[src/hdl/sacl_ram.sv]
// Generic single-port-write, single-port-read synchronous RAM with registered read.
// No dependencies.
module sacl_ram #(
   parameter int Width = 8,
   parameter int Depth = 16
) (
   input  logic                     clock,
   input  logic                     wr_en,
   input  logic [$clog2(Depth)-1:0] wr_addr,
   input  logic [Width-1:0]         wr_data,
   input  logic [$clog2(Depth)-1:0] rd_addr,
   output logic [Width-1:0]         rd_data
);
   logic [Width-1:0] mem [Depth];

   // write port and registered read port
   always_ff @(posedge clock) begin
      if (wr_en) begin
         mem[wr_addr] <= wr_data;
      end
      rd_data <= mem[rd_addr];
   end
endmodule

[config.mk]
export PLATFORM = sky130hd
export DESIGN_NAME = sacl_ram
export DESIGN_NICKNAME = d
export VERILOG_FILES = /design/src/hdl/sacl_ram.sv
export SDC_FILE = /design/constraint.sdc
export NUM_CORES = 1
export LEC_CHECK = 0
export ABC_AREA = 1
export BUFFER_PORTS_ARGS = -buffer_cell sky130_fd_sc_hd__buf_4
export CORE_ASPECT_RATIO = 0.9
export CORE_UTILIZATION = 65
export CTS_CLUSTER_DIAMETER = 150
export CTS_CLUSTER_SIZE = 40
export DETAILED_ROUTE_END_ITERATION = 6
export PLACE_DENSITY = 0.84
export RECOVER_POWER = 50
export SYNTH_ARGS = -nofsm -noshare
export SYNTH_HDL_FRONTEND = slang
export SYNTH_SLANG_ARGS = --single-unit
[constraint.sdc]
create_clock -name clock -period 2.9 [get_ports clock]
set_clock_uncertainty 0.2 [all_clocks]
set_input_delay 0.145 -clock clock [delete_from_list [all_inputs] [get_ports clock]]
set_output_delay 0.145 -clock clock [all_outputs]
set_load 0.01 [all_outputs]
# Word level (Yosys, flattened, before mapping)
# Memories as Yosys holds them, arrays and structs flattened. A register that Yosys moved wholly into a read port is not among the register bits.
# Index checks and enable logic that the tools add are counted.
# W data, S select, Z words.
[totals]
ram_bits = 128
inputBits = 18
wordCells = 3
reg_bits = 0
memories = 1
[classes]
muxes = 2
[memory_table]
columns = ["name", "depth", "word_bits", "read_ports", "rd_ports_with_merged_regs", "wr", "line", "rtl"]
rows = [
  ["mem", 16, 8, 1, 1, 1, "14", "logic [Width-1:0] mem [Depth];"],
]
[ops]
columns = ["operator", "n"]
rows = [
  ["$mux W1", 2],
]

# Logic depth before layout (Yosys ltp)
[logic_depth]
word_depth = 2
ltp_mapped = 8
ltp_nobuf = 7

# Worst setup path before layout
# No wires, ideal clock.
[synth_timing]
path_kind = "input -> register"
from = "input port wr_addr[2]"
to = "memory mem[10][0] (enable)"
arrival_time_ns = 0.726
stages = 2
path_buffers = 0
setup_time_ns = 0.370
path_slack_ns = 1.604
path_cell_list = "nand3b_1 > nor2_1"
[synth_lines]
columns = ["element", "line", "rtl"]
rows = [
  ["from (decl)", "9", "input logic [$clog2(Depth)-1:0] wr_addr,"],
  ["to (decl)", "14", ""],
]
# No word-level cell before the write port.

==> key figures <==
Timing
  – Final Slew Violations: 0
  – Worst slew pin tran: 1.03 ns
  – Relative slew slack: 0.316
  – Tcrit/Tclk final: 0.884
  – RSZ-0062 raised after global routing: no
  – Fin Setup TNS: 0 ns
  – Final setup viols: 0
  – Period minus WS final: 2.56 ns
  – Hold Vio Cnt, Final: 0
  – Max Fclk: 390 MHz

Clock tree
  – CTS Buf Count: 17
  – Worst skew pair latency: 0.53 ns
  – Post-cts sizing count: 0
  – CTS tree: built
  – Post-CTS setup repair buffer count: 0
  – Clock Path Buffers: 2
  – CTS Sinks: 136
  – Clk slew on worst S/H paths: 0.06 ns
  – Htree depth: 4
  – Root Driver: clkbuf_8

Global routing
  – Global-route wire length before repair: 20,900 um
  – Vias in the first global route: 3,900
  – Largest net degree at the start of global routing: 65
  – Initial antenna violation count: 0
  – GR Overflow Total: 0
  – GR Util All Layers: 0.320

Cells and area
  – Fillers: 504
  – Util after Layout: 0.771
  – Area growth syn-to-layout: 15.1%
  – Storage cell area: 4000 um2
  – Post-route insts no fill: 718
  – Most frequent cells in the layout: nand2_1 (173), edfxtp_1 (128), inv_1 (100)
  – Layout cells sized above 1: 0.0885
  – Most common cell after layout, fill and taps aside: nand2_1
  – Area of the multi-input gates: 1210 um2
  – Diode count: 0
  – Layout Nets: 604

Critical path
  – R2R Setup Slk: 0.58 ns
  – Critical Path AT: 2.77 ns
  – Crit. End Element: flop
  – Critical path required time: 3.11 ns
  – Startpoint types: input port
  – Crit path max fanout: 17
  – Worst path cell trace: dlygate4sd3_1 -> buf_4 -> inv_1 -> nand3_1 -> nand3_1 -> dlygate4sd3_1 -> nand2_1 -> dlygate4sd3_1
  – Worst Path Buf+Inv: 5
  – WS Path Type: input port to flop
  – Slowest cell on the critical path: dlygate4sd3_1
  – Max stage delay on crit path: 0.55 ns
  – CP top delay family: buffers and inverters
  – Most frequent CP cell: dlygate4sd3_1

Die
  – FP Rows: 32
  – I/O pin count: 26
  – DIE WIDTH: 101 um
  – Die area: 9250 um2
  – Core area: 8610 um2
  – Die Ht: 91.4 um
  – Starting Density: 0.670

Route
  – DR vias/cell: 5.69
  – DRT antenna net count: 0
  – Drc violations: 0
  – Iteration-0 DRC count of the detailed router: 663
  – WL/cell: 19.0 um
  – DRT Pass-1 Iters: 6
  – Routed via count: 4,082
  – Overall routed net length: 13,700 um

Place
  – GP Congestion: 0.903
  – Input/output buffers: 25
  – Hpwl dp: 7710 um
  – Placed Cells: 674

Pwr
  – Maximum resistive drop on vdd: 0.000611 V
  – Pwr Density: 702 nW/um2
  – Pleak: 2.86 nW

Synthesis
  – Syn Std Cell Area: 5770 um2
  – Seq/Total Area, Yosys: 0.694
  – Netlist cell types: 12
  – Syn Area/Cell: 10.5 um2
  – Register bit total from synthesis: 136
  – Post-Syn Instances: 551
  – Mapped Nets: 569
  – Syn. warnings: 0

Min path
  – Hold WC Path Type: input port to flop

Run
  – MaxCap Viol Count: 0

Status
  – Outcome: completed
Yosys cell counts, drive strengths merged:
cell    count  area, um2
buf        24        166
dfxtp       8        160
edfxtp    128       3840
inv       102        383
nand2     173        649
nand3      97        485
nand3b      2       15.0
nor2       17       63.8
registers in the layout, summed over array words and instances (netlist names):
register,flops
rd_data,8
mem,128
kinds of logic after synthesis:
family / synth area share
DFF: 0.694
buffers and inverters: 0.0952
and+or+nand+nor: 0.210
routing by layer:
| metal | track usage | vias up | routed length [um] |
|---|---|---|---|
| met1 | 0.449 | 1910 | 5350 |
| met5 | 0 | - | 0 |
| met3 | 0.0677 | 49 | 1330 |
| li1 | - | 1844 | - |
| met2 | 0.480 | 279 | 6520 |
| met4 | 0.158 | 0 | 462 |
report_power, final:
part | switching, mW | internal, mW
Sequential | 0.0134 | 2.20
Combinational | 0.203 | 0.0899
Clock | 0.840 | 1.31
Total | 1.06 | 3.60
cell type report:
type,instances,area share
clock inverters,15,0.0270
flip-flops and latches,136,0.603
clock buffers,17,0.0624
inverters,102,0.0577
multi-input cells,289,0.183
repair buffers,40,0.0447
well taps,119,0.0224
worst register-to-register path, cell delays in order (launching register included):
cell and delay [ns]:
edfxtp_1 0.38, inv_1 0.06, nand2_1 0.04, nand3_1 0.12, nand3_1 0.12, nand3_1 0.13, dlygate4sd3_1 0.55, nand2_1 0.04
dlygate4sd3_1 0.55
path summary, 6_finish.rpt:
path                                            to            startpoint  cells after the start
worst max register to register  rd_data[2]$_DFF_P_   mem[9][2]$_DFFE_PP_                      8
worst max-delay path            rd_data[2]$_DFF_P_            rd_addr[2]                      8
worst min register to register  rd_data[5]$_DFF_P_  mem[15][5]$_DFFE_PP_                      6
worst min-delay path            rd_data[5]$_DFF_P_            rd_addr[1]                      5
per-stage QoR:
stage          setup slack (ns)  hold WS, ns  instance area, um2  total power, mW
2_1_floorplan              1.60       0.0439                5770             2.41
3_3_place_gp               1.24        0.265                5960             2.51
3_5_place_dp               1.18        0.264                5960             2.52
4_1_cts                   0.448      0.00371                6670             4.65
5_1_grt                   0.206       0.0407                6640             4.74
6_report                  0.337       0.0129                6640             4.66
repair_timing:
action | 4_1_cts | 5_1_grt
hold buffers | 12 | 0
endpoints found under the hold margin | 136 | 0
setup endpoints to repair | 0 | 0
Power figures use the tool's default switching activity.
